$ cat config.mk
export PLATFORM = sky130hd
export DESIGN_NAME = lssg_score
export DESIGN_NICKNAME = d
export VERILOG_FILES = /design/src/hdl/lssg_pkg.sv /design/src/hdl/lssg_score.sv
export SDC_FILE = /design/constraint.sdc
export NUM_CORES = 1
export LEC_CHECK = 0
export ABC_AREA = 1
export BUFFER_PORTS_ARGS = -buffer_cell sky130_fd_sc_hd__buf_2
export CAP_MARGIN = 20
export CORE_AREA = 5 5 191 193
export CTS_BUF_LIST = sky130_fd_sc_hd__clkbuf_2
export DETAILED_ROUTE_END_ITERATION = 7
export DIE_AREA = 0 0 196 198
export HOLD_SLACK_MARGIN = 0.12
export PLACE_DENSITY = 0.73
export SLEW_MARGIN = 20
export SYNTH_ARGS = -nofsm -noshare
export SYNTH_HDL_FRONTEND = slang
export SYNTH_SLANG_ARGS = --single-unit
$ cat constraint.sdc
create_clock -name clock -period 7.5 [get_ports clock]
set_input_delay 0.375 -clock clock [delete_from_list [all_inputs] [get_ports clock]]
set_output_delay 0.375 -clock clock [all_outputs]
set_load 0.05 [all_outputs]
$ cat src/hdl/lssg_pkg.sv
package lssg_pkg;

   // Fixed-point formats.
   localparam int FRAC_BITS  = 8;
   localparam int TEMP_FRAC  = 8;
   localparam int QUEUE_KNEE = 50;
   localparam int PCT_W      = 15;
   localparam int FLOOR_W    = 14;
   localparam int WEIGHT_W   = 16;
   localparam int QUEUE_W    = 10;
   localparam int TEMP_W     = 16;
   localparam int BAT_W      = 18;
   localparam int QUEUE_IDX_W = $clog2(QUEUE_KNEE);

   localparam logic [PCT_W-1:0]   FULL_PCT  = PCT_W'(100 << FRAC_BITS);
   localparam logic [FLOOR_W-1:0] HALF_PCT  = FLOOR_W'((100 << FRAC_BITS) >> 1);
   localparam logic [PCT_W-1:0]   RAMP_LO   = PCT_W'(30 << FRAC_BITS);
   localparam logic [PCT_W-1:0]   RAMP_HI   = PCT_W'(70 << FRAC_BITS);
   localparam logic [TEMP_W-1:0]  THERM_BASE = TEMP_W'(60 << TEMP_FRAC);

   // Battery drain: |power| / 250 percent, evaluated as a reciprocal multiply.
   localparam int BAT_X_W = 23;
   localparam logic [BAT_W-1:0]   BAT_SAT_MAG = BAT_W'(25000);
   localparam logic [BAT_X_W-1:0] BAT_ROUND   = BAT_X_W'(125);
   localparam logic [BAT_X_W-1:0] BAT_DIV     = BAT_X_W'(250);
   localparam logic [47:0]        BAT_RECIP   = 48'd17179869;

   // Memory and battery share one fixed weight.
   localparam logic [27:0] MIX_WEIGHT = 28'd3277;

   // Poll interval scaling: divide by 100 after dropping the fraction bits.
   localparam int IV_W     = 16;
   localparam int IV_NUM_W = 23;
   localparam logic [IV_NUM_W-1:0] INTERVAL_DIV = IV_NUM_W'(100);
   localparam logic [48:0]         RECIP_100    = 49'd42949672;

   localparam int NUM_STAGES = 8;
   localparam int CSR_IDX_W  = 3;

   typedef enum logic [CSR_IDX_W-1:0] {
      REG_WEIGHT_CPU     = 3'd0,
      REG_WEIGHT_QUEUE   = 3'd1,
      REG_WEIGHT_THERMAL = 3'd2,
      REG_WEIGHT_GPU     = 3'd3,
      REG_WEIGHT_DISK    = 3'd4,
      REG_INTERVAL_MIN   = 3'd5,
      REG_INTERVAL_MAX   = 3'd6
   } csr_index_type;

   typedef struct packed {
      logic [WEIGHT_W-1:0] weight_cpu;
      logic [WEIGHT_W-1:0] weight_queue;
      logic [WEIGHT_W-1:0] weight_thermal;
      logic [WEIGHT_W-1:0] weight_gpu;
      logic [WEIGHT_W-1:0] weight_disk;
      logic [IV_W-1:0]     interval_min_ms;
      logic [IV_W-1:0]     interval_max_ms;
   } csr_type;

   typedef struct packed {
      logic [NUM_STAGES-1:0] load;
   } pipe_ctrl_type;

   typedef struct packed {
      logic [PCT_W-1:0]  cpu_util;
      logic [QUEUE_W-1:0] queue_length;
      logic [TEMP_W-1:0] temperature;
      logic [PCT_W-1:0]  gpu_util;
      logic [PCT_W-1:0]  disk_util;
      logic [PCT_W-1:0]  ram_util;
      logic [BAT_W-1:0]  battery_power;
   } sample_type;

   typedef struct packed {
      logic [30:0]        prod_cpu;
      logic [30:0]        prod_queue;
      logic [30:0]        prod_thermal;
      logic [30:0]        prod_gpu;
      logic [30:0]        prod_disk;
      logic [PCT_W-1:0]   ram;
      logic [PCT_W-1:0]   bat_q0;
      logic [BAT_X_W-1:0] bat_x;
      logic               bat_neg;
      logic               bat_sat;
   } products_type;

   typedef struct packed {
      logic [PCT_W-1:0]   stress;
      logic [IV_W-1:0]    poll_interval_ms;
      logic [PCT_W-1:0]   perf_boost;
      logic [FLOOR_W-1:0] cpu_floor;
   } result_type;

   typedef logic [QUEUE_KNEE-1:0][PCT_W-1:0] queue_table_type;

   function automatic logic [PCT_W-1:0] sat_pct(input logic [18:0] v);
      return (v > 19'(FULL_PCT)) ? FULL_PCT : v[PCT_W-1:0];
   endfunction

   // log2 of x as unsigned Q.24 by repeated squaring, truncating.
   function automatic logic [63:0] log2_q24(input logic [31:0] x);
      logic [63:0] y;
      logic [63:0] frac;
      int          n;
      n    = 0;
      frac = '0;
      for (int i = 0; i < 31; i++) begin
         if ((x >> (i + 1)) != 32'd0) begin
            n = i + 1;
         end
      end
      y = (64'(x) << 30) >> n;
      for (int k = 0; k < 24; k++) begin
         y    = (y * y) >> 30;
         frac = frac << 1;
         if (y >= (64'd2 << 30)) begin
            y    = y >> 1;
            frac = frac | 64'd1;
         end
      end
      return (64'(n) << 24) | frac;
   endfunction

   // Queue term for every length below the knee, rounded to nearest.
   function automatic queue_table_type build_queue_table();
      queue_table_type tbl;
      logic [63:0]     den;
      logic [63:0]     num;
      logic [63:0]     rem;
      logic [63:0]     quo;
      den = log2_q24(32'(QUEUE_KNEE + 1));
      for (int q = 0; q < QUEUE_KNEE; q++) begin
         num = log2_q24(32'(q + 1)) * 64'(FULL_PCT) + (den >> 1);
         rem = '0;
         quo = '0;
         for (int b = 63; b >= 0; b--) begin
            rem = {rem[62:0], num[b]};
            if (rem >= den) begin
               rem    = rem - den;
               quo[b] = 1'b1;
            end
         end
         tbl[q] = (quo > 64'(FULL_PCT)) ? FULL_PCT : quo[PCT_W-1:0];
      end
      return tbl;
   endfunction

   localparam queue_table_type QUEUE_TABLE = build_queue_table();

endpackage

$ cat src/hdl/lssg_score.sv
module lssg_score import lssg_pkg::*; (
   input  logic             clock,
   input  pipe_ctrl_type    ctrl,
   input  products_type     prod,
   output logic [PCT_W-1:0] stress
);

   // Stage 3: battery quotient correction and the partial sum.
   logic [33:0]        psum_ff, psum_in;
   logic [PCT_W-1:0]   bat_ff, bat_in, ram_ff;
   logic [BAT_X_W-1:0] bat_r;

   always_comb begin
      bat_r = prod.bat_x - BAT_X_W'(prod.bat_q0) * BAT_DIV;
      if (!prod.bat_neg) begin
         bat_in = '0;
      end else if (prod.bat_sat) begin
         bat_in = FULL_PCT;
      end else begin
         bat_in = prod.bat_q0 + PCT_W'(bat_r >= BAT_DIV);
      end
      psum_in = 34'(prod.prod_cpu) + 34'(prod.prod_queue) + 34'(prod.prod_thermal)
              + 34'(prod.prod_gpu) + 34'(prod.prod_disk);
   end

   always_ff @(posedge clock) begin
      if (ctrl.load[2]) begin
         psum_ff <= psum_in;
         bat_ff  <= bat_in;
         ram_ff  <= prod.ram;
      end
   end

   // Stage 4: memory plus battery drain at the shared weight.
   logic [33:0] psum4_ff;
   logic [27:0] mix_ff, mix_in;
   logic [15:0] ram_bat;

   always_comb begin
      ram_bat = 16'(ram_ff) + 16'(bat_ff);
      mix_in  = 28'(ram_bat) * MIX_WEIGHT;
   end

   always_ff @(posedge clock) begin
      if (ctrl.load[3]) begin
         psum4_ff <= psum_ff;
         mix_ff   <= mix_in;
      end
   end

   // Stage 5: final sum, rounding shift and clamp.
   logic [34:0]      total;
   logic [18:0]      rounded;
   logic [PCT_W-1:0] stress_ff;

   always_comb begin
      total   = 35'(psum4_ff) + 35'(mix_ff);
      rounded = 19'((total + 35'd32768) >> 16);
   end

   always_ff @(posedge clock) begin
      if (ctrl.load[4]) begin
         stress_ff <= sat_pct(rounded);
      end
   end

   assign stress = stress_ff;

endmodule

[Yosys cells after proc, flatten, opt, wreduce, memory -nomap -nowiden]
Index checks and enable logic that the tools add are counted.
Word-level totals
  register bits after elaboration: 141
  bits in latches: 0
  bits in writable memories: 0
  ROM bits: 0
  output and inout bits: 15
  logic and storage cells: 23
  memories: 0
Operators by class
  add/subtract/negate cells: 9
  $mul: 2
  divide/modulo/power cells: 0
  order comparisons: 2
  eq/ne operators: 0
  shifts and indexed selects: 0
  multiplexer cells: 1
  bitwise operators: 1
  reduce and logical (&&, ||, !) cells: 1
Operator list (number)
  adder 34 x 28 -> 35 bit: 1
  adder 35 x 16 -> 35 bit, second input constant: 1
  adder 33 x 31 -> 34 bit: 1
  adder 34 x 31 -> 34 bit: 1
  adder 32 x 31 -> 33 bit: 1
  adder 31 x 31 -> 32 bit: 1
  multiplier 16 x 12 -> 28 bit, second input constant: 1
  >= comparator 23 x 8 -> 1 bit, second input constant: 1
  subtractor 23 bit: 1
  multiplier 15 x 7 -> 22 bit, second input constant: 1
  > comparator 19 x 15 -> 1 bit, second input constant: 1
  adder 15 x 15 -> 16 bit: 1
  adder 15 x 1 -> 15 bit: 1
  2-to-1 mux 15 bit: 1
  OR reduction 2 bit: 1
  inverter 1 bit: 1

[Depth between registers and ports, before layout]
Gate-level depths: netlist of run 1.
  depth after elaboration: 5
  depth in mapped cells: 42

[Worst setup path before layout of run 1]
No wires, ideal clock.
  path kind: input to register
  start: in prod[33] in the netlist's numbering
  end: reg bat_ff[14] (data pin)
  arrival time: 6.233 ns
  data required time: 7.245 ns
  path slack: 1.012 ns
  stages on the path: 36
  buffers on the path: 0
  path through: inv_1 > fa_1 > fa_1 > fa_1 > fa_1 > inv_1 > ha_1 > nand2_1 > nor2_1 > nand2_1 > o21ai_0 > a21oi_1 > o31ai_1 > xor2_1 > ha_1 > nand4_1 > inv_1 > a21oi_1 > nand3_1 > nand3b_1 > nand2_1 > nor2_1 > nand4_1 > ha_1 > nand2_1 > nor2_1 > inv_1 > nor2_1 > inv_1 > nor2_1 > nand2_1 > nor2_1 > nand2_1 > xnor2_1 > o21ai_0 > inv_1
Between the ends
  cells in the longest elaborated chain, start to end: 5
Ends and longest elaborated chain
  start: declaration: RTL line lssg_score.sv:4  | input products_type prod,
  multiplier 15 x 7 -> 22 bit: RTL line lssg_score.sv:14  | bat_r = prod.bat_x - BAT_X_W'(prod.bat_q0) * BAT_DIV;
  subtractor 23 bit: RTL line lssg_score.sv:14
  >= comparator 23 x 8 -> 1 bit: RTL line lssg_score.sv:20  | bat_in = prod.bat_q0 + PCT_W'(bat_r >= BAT_DIV);
  adder 15 x 1 -> 15 bit *: RTL line lssg_score.sv:20
  2-to-1 mux 15 bit *: RTL line lssg_score.sv:17  | end else if (prod.bat_sat) begin
  end signal: assignment: RTL line lssg_score.sv:29  | bat_ff <= bat_in;
  end: declaration: RTL line lssg_score.sv:10  | logic [PCT_W-1:0] bat_ff, bat_in, ram_ff;
Mark *: on every way between the ends. The rest lies on a longest branch, timed or not.
A chain may end at the register's enable or synchronous reset.

[Worst setup path in the final report of run 1]
  start: in prod[28] in the netlist's numbering
  end: reg bat_ff[14] (data pin)
The elaborated chain is that of the path after synthesis.

==> flow_summary.ini, run 1 <==
[critical_path]
cp_max_fo = 5
cp_slowest_stage_delay_ns = 0.56
path_buf_inv = 8
cp_common_cell = nand2_1
arrival_ns = 7.74
worst_setup_path_start_kind = primary input
crit_type = primary input to flip-flop
cp_slowest_cell = dlygate4sd3_1
cp_num_cells = 43
rr_worst_depth = 21
critPathRequiredTime_ns = 8.09
crit_path_end_kind = flip-flop
critical_path.top_delay_family = adder cells

[placement]
placed_cells = 2774
io_buffers = 228
dp.final_hpwl_mm = 39.7
routabilityCongestion = 0.969

[global_route]
grt_usage = 0.242
grt_pass1_vias = 15800
grt_antenna_before_repair = 8
grt_start_max_net_pins = 65
grt_pass1_wl_mm = 76.1
grt_overflow = 0

[floorplanning]
rows = 68
dieArea_mm2 = 0.0388
die_h_um = 198
die_w_um = 196
io_pins = 234
start_util = 0.544
core_mm2 = 0.0344

[timing]
slew_headroom = 0.311
fin_crit_ns = 7.15
grt_setup_unrepaired = no
report.final.slew_viol_count = 0
post-route-period-util = 0.953
tightest_slew_ns = 1.02
setup_viol = 0
timing.fmax_ghz = 0.140
hold_viol_final = 0
finClkSkew_ns = 0.0462

[synth]
synthSimpleGateAreaFrac = 0.164
synth_edf_count = 141
synth_compound_gate_area_share = 0.0857
synth_top_cell_area_share = 0.226
synth_flop_cell = edfxtp_1
yosysTopAreaCell = edfxtp_1
synth_top_family_by_area = adder cells
synth-seq-cells = 141
yosysWarnings = 0
synth.distinct_cells = 41
synth_xor_area_frac = 0.0463
yosysMostFrequentCell = nand2_1
synth.area.top_cells = edfxtp_1 23%, fa_1 22%, ha_1 19%
synthTopCellsByCount = 420 x nand2_1, 349 x inv_1, 280 x ha_1
synth_nets = 2788
syn-instance-count = 2086
synthArstFlopShare = 0
syn_area_per_cell_um2 = 8.97
syn_area_mm2 = 0.0187
synthMuxAreaShare = 0
ys_seq_area_frac = 0.226
synth_fa_ha_area_frac = 0.404

[route]
route.detailed.drc = 0
drt_iter0_markers = 832
wl_mm = 45.5
vias = 15000
firstDrtPassIters = 7
viasPerCell = 5.27
wl_per_cell_um = 16.0
ant_nets = 0

[flow_run]
maxCapViolCount = 0

[clocking]
path_clk_slew_ns = 0.26
max-clock-path-buffers = 2
clock_sinks = 141
htreeDepth = 4
cts_buffers = 17
clk-insertion-delay-late_ns = 0.80
cts_root_buffer = clkbuf_2
cts_tree = yes

[min_path]
hp-class = primary input to flip-flop
min_path_cells = 3

[finish]
fin_cells = 2840
utilization = 0.614
fillers = 3017
drive_gt1_frac = 0.141
syn2layout_area_growth_pct = 12.8
fin_nets = 3071

[status]
status = complete, no violations
area by class of cell:
cell class / count / area [um2] / area share
Antenna cell: 3 / 7.51 / 0.000356
Clock buffer: 17 / 85.1 / 0.00403
Clock inverter: 15 / 198 / 0.00937
Inverter: 359 / 1360 / 0.0642
Multi-Input combinational cell: 1584 / 13200 / 0.624
Sequential cell: 141 / 4230 / 0.201
Tap cell: 455 / 569 / 0.0270
Timing Repair Buffer: 266 / 1490 / 0.0707
routing by layer:
metal | part of all wire | global-route usage | routed length (um) | vias up
li1 | - | - | - | 7448
met4 | 0.016 | 0.0553 | 741 | 10
met3 | 0.065 | 0.0502 | 2940 | 55
met5 | 0.0015 | 0 | 69 | -
met1 | 0.44 | 0.321 | 20000 | 7063
met2 | 0.48 | 0.412 | 21700 | 398
final timing paths:
kind / from / endpoint / slack, ns
setup reg to reg: ram_ff[6] / mix_ff[26] / 0.88
hold / removal: prod[27] / bat_ff[2] / 0.22
hold reg to reg: psum_ff[23] / psum4_ff[23] / 0.43
setup / recovery: prod[28] / bat_ff[14] / 0.35
worst reg2reg max path, stage by stage, from the launching register on:
cell and delay (ns):
edfxtp_1 0.44, ha_1 0.37, nand2_1 0.10, nor3_1 0.14, nand2_1 0.08, o211ai_1 0.19, a31oi_1 0.24, o21bai_1 0.21
xor2_1 0.48, ha_1 0.37, fa_1 0.52, fa_1 0.53, fa_1 0.53, fa_1 0.49, ha_1 0.37, nand2_1 0.12
nor4_1 0.46, o21ai_0 0.19, nand3_1 0.22, nand2_1 0.09, nand2_1 0.08, xor2_1 0.26
registers in the layout (all words and copies together) (netlist names):
register and count:
bat_ff 15, mix_ff 28, psum4_ff 34, psum_ff 34, ram_ff 15, stress 15
metrics by stage:
step	hold WS, ns	TNS, ns	setup WS, ns	area (um2)
finish	0.217	0	0.352	21100
global route	0.171	0	0.0314	21100
CTS	0.121	0	0.339	21000
detailed placement	0.405	-0.0211	-0.0211	20500
global placement	0.403	0	0.211	20500
floorplan	0.400	0	1.01	18700
cell usage in the layout, fill, tap and decap left out, types with 17 or more instances in the layout:
cell type	Yosys	routed
nand2_1	420	419
inv_1	349	347
ha_1	280	279
buf_2	0	228
fa_1	203	203
edfxtp_1	141	141
a21oi_1	141	139
nor2_1	122	119
nand3_1	86	86
o21ai_0	62	59
xor2_1	58	58
xnor2_1	41	40
dlygate4sd3_1	0	26
nand4_1	25	25
nor3_1	24	23
clkbuf_2	0	17
logic make-up after synthesis:
| group | count (synthesis) |
|---|---|
| adders and majority gates | 483 |
| xor gates and xnor gates | 99 |
| buffers and inverters | 361 |
| and+or+nand+nor | 723 |
| AOI/OAI and AO/OA | 279 |
| DFF | 141 |
timing repair:
item                                    in CTS  in global routing
hold endpoints to repair                    42                  0
hold buffers                                26                  0
buffers inserted                             0                  5
gates resized for setup                      0                 19
endpoints found under the setup margin       0                  1
Power of run 1 is not shown: default switching activity piles up to over one toggle a cycle in this logic, so the estimate is an artifact.
==> inputs of run 2 (changes only) <==
--- a/config.mk
+++ b/config.mk
@@ -14,6 +14,7 @@
 export DIE_AREA = 0 0 196 198
 export HOLD_SLACK_MARGIN = 0.12
 export PLACE_DENSITY = 0.73
+export SETUP_SLACK_MARGIN = 0.4
 export SLEW_MARGIN = 20
 export SYNTH_ARGS = -nofsm -noshare
 export SYNTH_HDL_FRONTEND = slang
==> run 2 against run 1 <==
Critical path depth is 5 lower; via count is 0.37% lower; cell area is 0.26% lower; global-route usage hardly changed; core utilization is 0.16 points lower; critical endpoint unchanged.
==> flow_summary.ini, run 2 (synthesized netlist as in run 1, its figures left out) <==
[route]
wl_mm = 45.5
drt_iter0_markers = 876
vias = 14900
route.detailed.drc = 0
ant_nets = 0
firstDrtPassIters = 6
viasPerCell = 5.26
wl_per_cell_um = 16.0

[finish]
multi_input_area_mm2 = 0.0131
fillers = 3020
fin_cells = 2838
syn2layout_area_growth_pct = 12.5
reg_top3 = psum4_ff: 34 flops, psum_ff: 34 flops, mix_ff: 28 flops
layout_commonest_cell = nand2_1
layout_common_cells = 420 x nand2_1, 348 x inv_1, 280 x ha_1
drive_gt1_frac = 0.137
fin_nets = 3069
utilization = 0.612
register_area_mm2 = 0.00423

[timing]
report.final.slew_viol_count = 0
hold_viol_final = 0
post-route-period-util = 0.894
setup_viol = 0
timing.fmax_ghz = 0.149
grt_setup_unrepaired = no
tightest_slew_ns = 1.08
fin_crit_ns = 6.71
slew_headroom = 0.275
finClkSkew_ns = 0.0461

[critical_path]
r2r-start = ram_ff[6]
cp_slowest_stage_delay_ns = 0.56
rr_worst_depth = 21
rrSetupSlack_ns = 0.87
r2r_end = mix_ff[26]
cp_slowest_cell = dlygate4sd3_1
crit_type = primary input to flip-flop
critPathRequiredTime_ns = 8.07
cp_common_cell = inv_1
cp_max_fo = 6
worst_setup_path_start_kind = primary input
arrival_ns = 7.28
crit_path_end_kind = flip-flop

[clocking]
max-clock-path-buffers = 2
cts_buffers = 17
clock_sinks = 141
path_clk_slew_ns = 0.25
htreeDepth = 4
cts_root_buffer = clkbuf_2
clk-insertion-delay-late_ns = 0.79
cts_tree = yes

[floorplanning]
die_w_um = 196
start_util = 0.544
core_mm2 = 0.0344
io_pins = 234
die_h_um = 198
rows = 68
dieArea_mm2 = 0.0388

[global_route]
grt_pass1_wl_mm = 76.2
grt_start_max_net_pins = 65
grt_usage = 0.242
grt_antenna_before_repair = 8
grt_overflow = 0
grt_pass1_vias = 15800

[min_path]
min_to = bat_ff[2]
holdCritStartpoint = prod[27]
hp-class = primary input to flip-flop
min_path_cells = 3

[placement]
placed_cells = 2774
io_buffers = 228
routabilityCongestion = 0.969
dp.final_hpwl_mm = 39.7

[flow_run]
maxCapViolCount = 0

[status]
status = complete, no violations
==> run 2: layout make-up <==
class / instances / share of cell area
Clock inverter: 15 / 0.00939
Antenna cell: 3 / 0.000357
Clock buffer: 17 / 0.00404
Tap cell: 455 / 0.0270
Timing Repair Buffer: 264 / 0.0701
Inverter: 359 / 0.0642
Sequential cell: 141 / 0.201
Multi-Input combinational cell: 1584 / 0.624
==> run 2: metrics by stage <==
step                setup WS, ns  setup TNS (ns)  instance area (um2)  hold slack, ns
global route               0.412               0                21100           0.171
detailed placement       -0.0211         -0.0211                20500           0.405
floorplan                   1.01               0                18700           0.400
global placement           0.211               0                20500           0.403
finish                     0.792               0                21100           0.229
CTS                        0.708               0                21000           0.121
==> run 2: worst max-delay path: cells and delay by family <==
family | cells | cell delay [ns]
adders and majority gates | 7 | 2.70
and+or+nand+nor | 12 | 1.38
AOI/OAI and AO/OA | 8 | 1.35
buffers and inverters | 9 | 1.18
xor gates and xnor gates | 2 | 0.30
==> run 2: worst max path at each step <==
stage,start,to,cells past startpoint
2_1_floorplan,prod[33],bat_ff[14],36
3_3_place_gp,prod[27],bat_ff[14],40
3_5_place_dp,prod[26],bat_ff[14],39
4_1_cts,prod[27],bat_ff[13],34
5_1_grt,prod[36],bat_ff[14],36
6_report,prod[36],bat_ff[14],38
==> run 2: layer usage <==
| layer | up-vias | wire length [um] | part of all wire | track usage |
|---|---|---|---|---|
| li1 | 7443 | - | - | - |
| met1 | 6992 | 19800 | 0.44 | 0.321 |
| met2 | 418 | 21700 | 0.48 | 0.413 |
| met3 | 56 | 3130 | 0.069 | 0.0493 |
| met4 | 10 | 762 | 0.017 | 0.0553 |
| met5 | - | 62 | 0.0014 | 0 |
==> run 2: what timing repair did <==
action,4_1_cts,5_1_grt
setup buffers,0,3
gates resized for setup,0,8
endpoints found under the setup margin,0,4
hold buffers,26,0
endpoints found under the hold margin,42,0
Power of run 2 is left out for the same reason.
==> inputs of run 3 (changes only) <==
--- a/config.mk
+++ b/config.mk
@@ -8,12 +8,14 @@
 export ABC_AREA = 1
 export BUFFER_PORTS_ARGS = -buffer_cell sky130_fd_sc_hd__buf_2
 export CAP_MARGIN = 20
-export CORE_AREA = 5 5 191 193
+export CELL_PAD_IN_SITES_DETAIL_PLACEMENT = 1
+export CELL_PAD_IN_SITES_GLOBAL_PLACEMENT = 1
+export CORE_AREA = 5 5 206 208
 export CTS_BUF_LIST = sky130_fd_sc_hd__clkbuf_2
 export DETAILED_ROUTE_END_ITERATION = 7
-export DIE_AREA = 0 0 196 198
+export DIE_AREA = 0 0 211 213
 export HOLD_SLACK_MARGIN = 0.12
-export PLACE_DENSITY = 0.73
+export PLACE_DENSITY = 0.8
 export SETUP_SLACK_MARGIN = 0.4
 export SLEW_MARGIN = 20
 export SYNTH_ARGS = -nofsm -noshare
==> run 3 against run 2 <==
Die area grew 16%; clock skew rose by 0.0043 ns; count of clock-buffer cells in the layout stayed put; flip-flop and latch count unchanged; worst hold slack got worse by 0.013 ns; routed wire length up 23%; register-to-register slack got worse by 0.09 ns; global-route usage is 0.96 points higher; critical endpoint is now bat_ff[13].
==> flow_summary.ini, run 3 (synthesized netlist as in run 1, its figures left out) <==
[critical_path]
cp_num_cells = 33
worst_setup_path_start_kind = primary input
rr_worst_depth = 21
path_buf_inv = 8
critPathRequiredTime_ns = 8.09
crit_path_end_kind = flip-flop
cp_slowest_stage_delay_ns = 0.57
crit_type = primary input to flip-flop
cp_slowest_cell = dlygate4sd3_1
critical_path.top_delay_family = adder cells
cp_max_fo = 6
arrival_ns = 7.49

[global_route]
grt_pass1_wl_mm = 89.9
grt_start_max_net_pins = 65
grt_usage = 0.252
grt_pass1_vias = 17500
grt_overflow = 0
grt_antenna_before_repair = 5

[timing]
timing.fmax_ghz = 0.145
fin_crit_ns = 6.91
finClkSkew_ns = 0.0504
post-route-period-util = 0.921
grt_setup_unrepaired = yes
hold_viol_final = 0
finalWorstSetupSlack_ns = 0.593
report.final.slew_viol_count = 0
tightest_slew_ns = 0.891
slew_headroom = 0.400
setup_viol = 0

[status]
status = complete, no violations

[clocking]
clk-insertion-delay-late_ns = 0.83
max-clock-path-buffers = 2
clock_sinks = 141
htreeDepth = 4
cts_root_buffer = clkbuf_2
cts_tree = yes
path_clk_slew_ns = 0.22
cts_buffers = 17

[finish]
layout_commonest_cell = nand2_1
drive_gt1_frac = 0.147
fin_cells = 2929
layout_common_cells = 420 x nand2_1, 347 x inv_1, 279 x ha_1
fin_nets = 3085
reg_top3 = psum4_ff: 34 flops, psum_ff: 34 flops, mix_ff: 28 flops
syn2layout_area_growth_pct = 13.9

[floorplanning]
die_h_um = 213
die_w_um = 211
start_util = 0.463
io_pins = 234
dieArea_mm2 = 0.0449
core_mm2 = 0.0404
rows = 74

[min_path]
hp-class = primary input to flip-flop
min_path_cells = 4

[route]
ant_nets = 0
route.detailed.drc = 0
drt_iter0_markers = 616
wl_per_cell_um = 19.0
vias = 15400
viasPerCell = 5.25
wl_mm = 55.8
firstDrtPassIters = 4

[placement]
io_buffers = 228
post-place-ws_ns = -0.195
placed_cells = 2858
routabilityCongestion = 0.877
dp.final_hpwl_mm = 48.7

[flow_run]
maxCapViolCount = 0
==> run 3: cell count changes in the layout (fill, tap and decap cells not counted), moves of 3 or more <==
cell,delta
buf_4,+14
a21oi_1,-4
a21oi_2,+4
clkinv_8,-3
xnor2_1,-3
xnor2_2,+3
==> run 3: worst register-to-register path, stage by stage (launching register included) <==
cell,delay (ns)
edfxtp_1,0.42
ha_1,0.36
a21oi_1,0.15
nand2_1,0.11
nand2_1,0.09
o211ai_1,0.21
a31oi_1,0.50
o21bai_1,0.19
xor2_2,0.35
ha_1,0.34
fa_1,0.52
fa_1,0.53
fa_1,0.52
fa_1,0.49
ha_1,0.38
a21oi_1,0.23
o21ai_0,0.16
a221oi_1,0.36
nand3_1,0.27
nand2_1,0.14
nand2_1,0.07
xor2_1,0.16
==> run 3: worst paths after layout <==
check / from / to / slack [ns]
min: prod[39] / bat_ff[14] / 0.22
min reg2reg: psum_ff[23] / psum4_ff[23] / 0.42
max: prod[36] / bat_ff[13] / 0.59
max reg2reg: bat_ff[2] / mix_ff[26] / 0.78
==> run 3: cell type report <==
| type | count | area [um2] |
|---|---|---|
| multi-input combinational | 1584 | 13200 |
| clock buffer | 17 | 85.1 |
| sequential | 141 | 4230 |
| inverter | 359 | 1360 |
| antenna | 1 | 2.50 |
| fill | 4930 | 19100 |
| clock inverter | 15 | 169 |
| tap | 532 | 666 |
| timing repair buffer | 280 | 1600 |
==> run 3: metrics by stage <==
stage / hold WS, ns / instance area, um2 / TNS [ns] / util
2_1_floorplan: 0.400 / 18700 / 0 / -
3_3_place_gp: 0.403 / 20600 / 0 / 0.510
3_5_place_dp: 0.406 / 20600 / -0.240 / 0.510
4_1_cts: 0.135 / 21100 / 0 / 0.524
5_1_grt: 0.158 / 21300 / 0 / 0.528
6_report: 0.216 / 21300 / 0 / 0.528
==> run 3: per-layer routing <==
| metal | GRT usage | part of all wire |
|---|---|---|
| met2 | 0.453 | 0.50 |
| met5 | 0 | 0.00086 |
| met4 | 0.0548 | 0.018 |
| met3 | 0.0423 | 0.043 |
| met1 | 0.319 | 0.43 |
==> run 3: what timing repair did <==
action	in CTS	in global routing
endpoints found under the setup margin	0	8
hold endpoints to repair	42	0
buffers inserted	0	10
gates resized for setup	0	23
hold buffers	28	0
Power of run 3 is left out for the same reason.
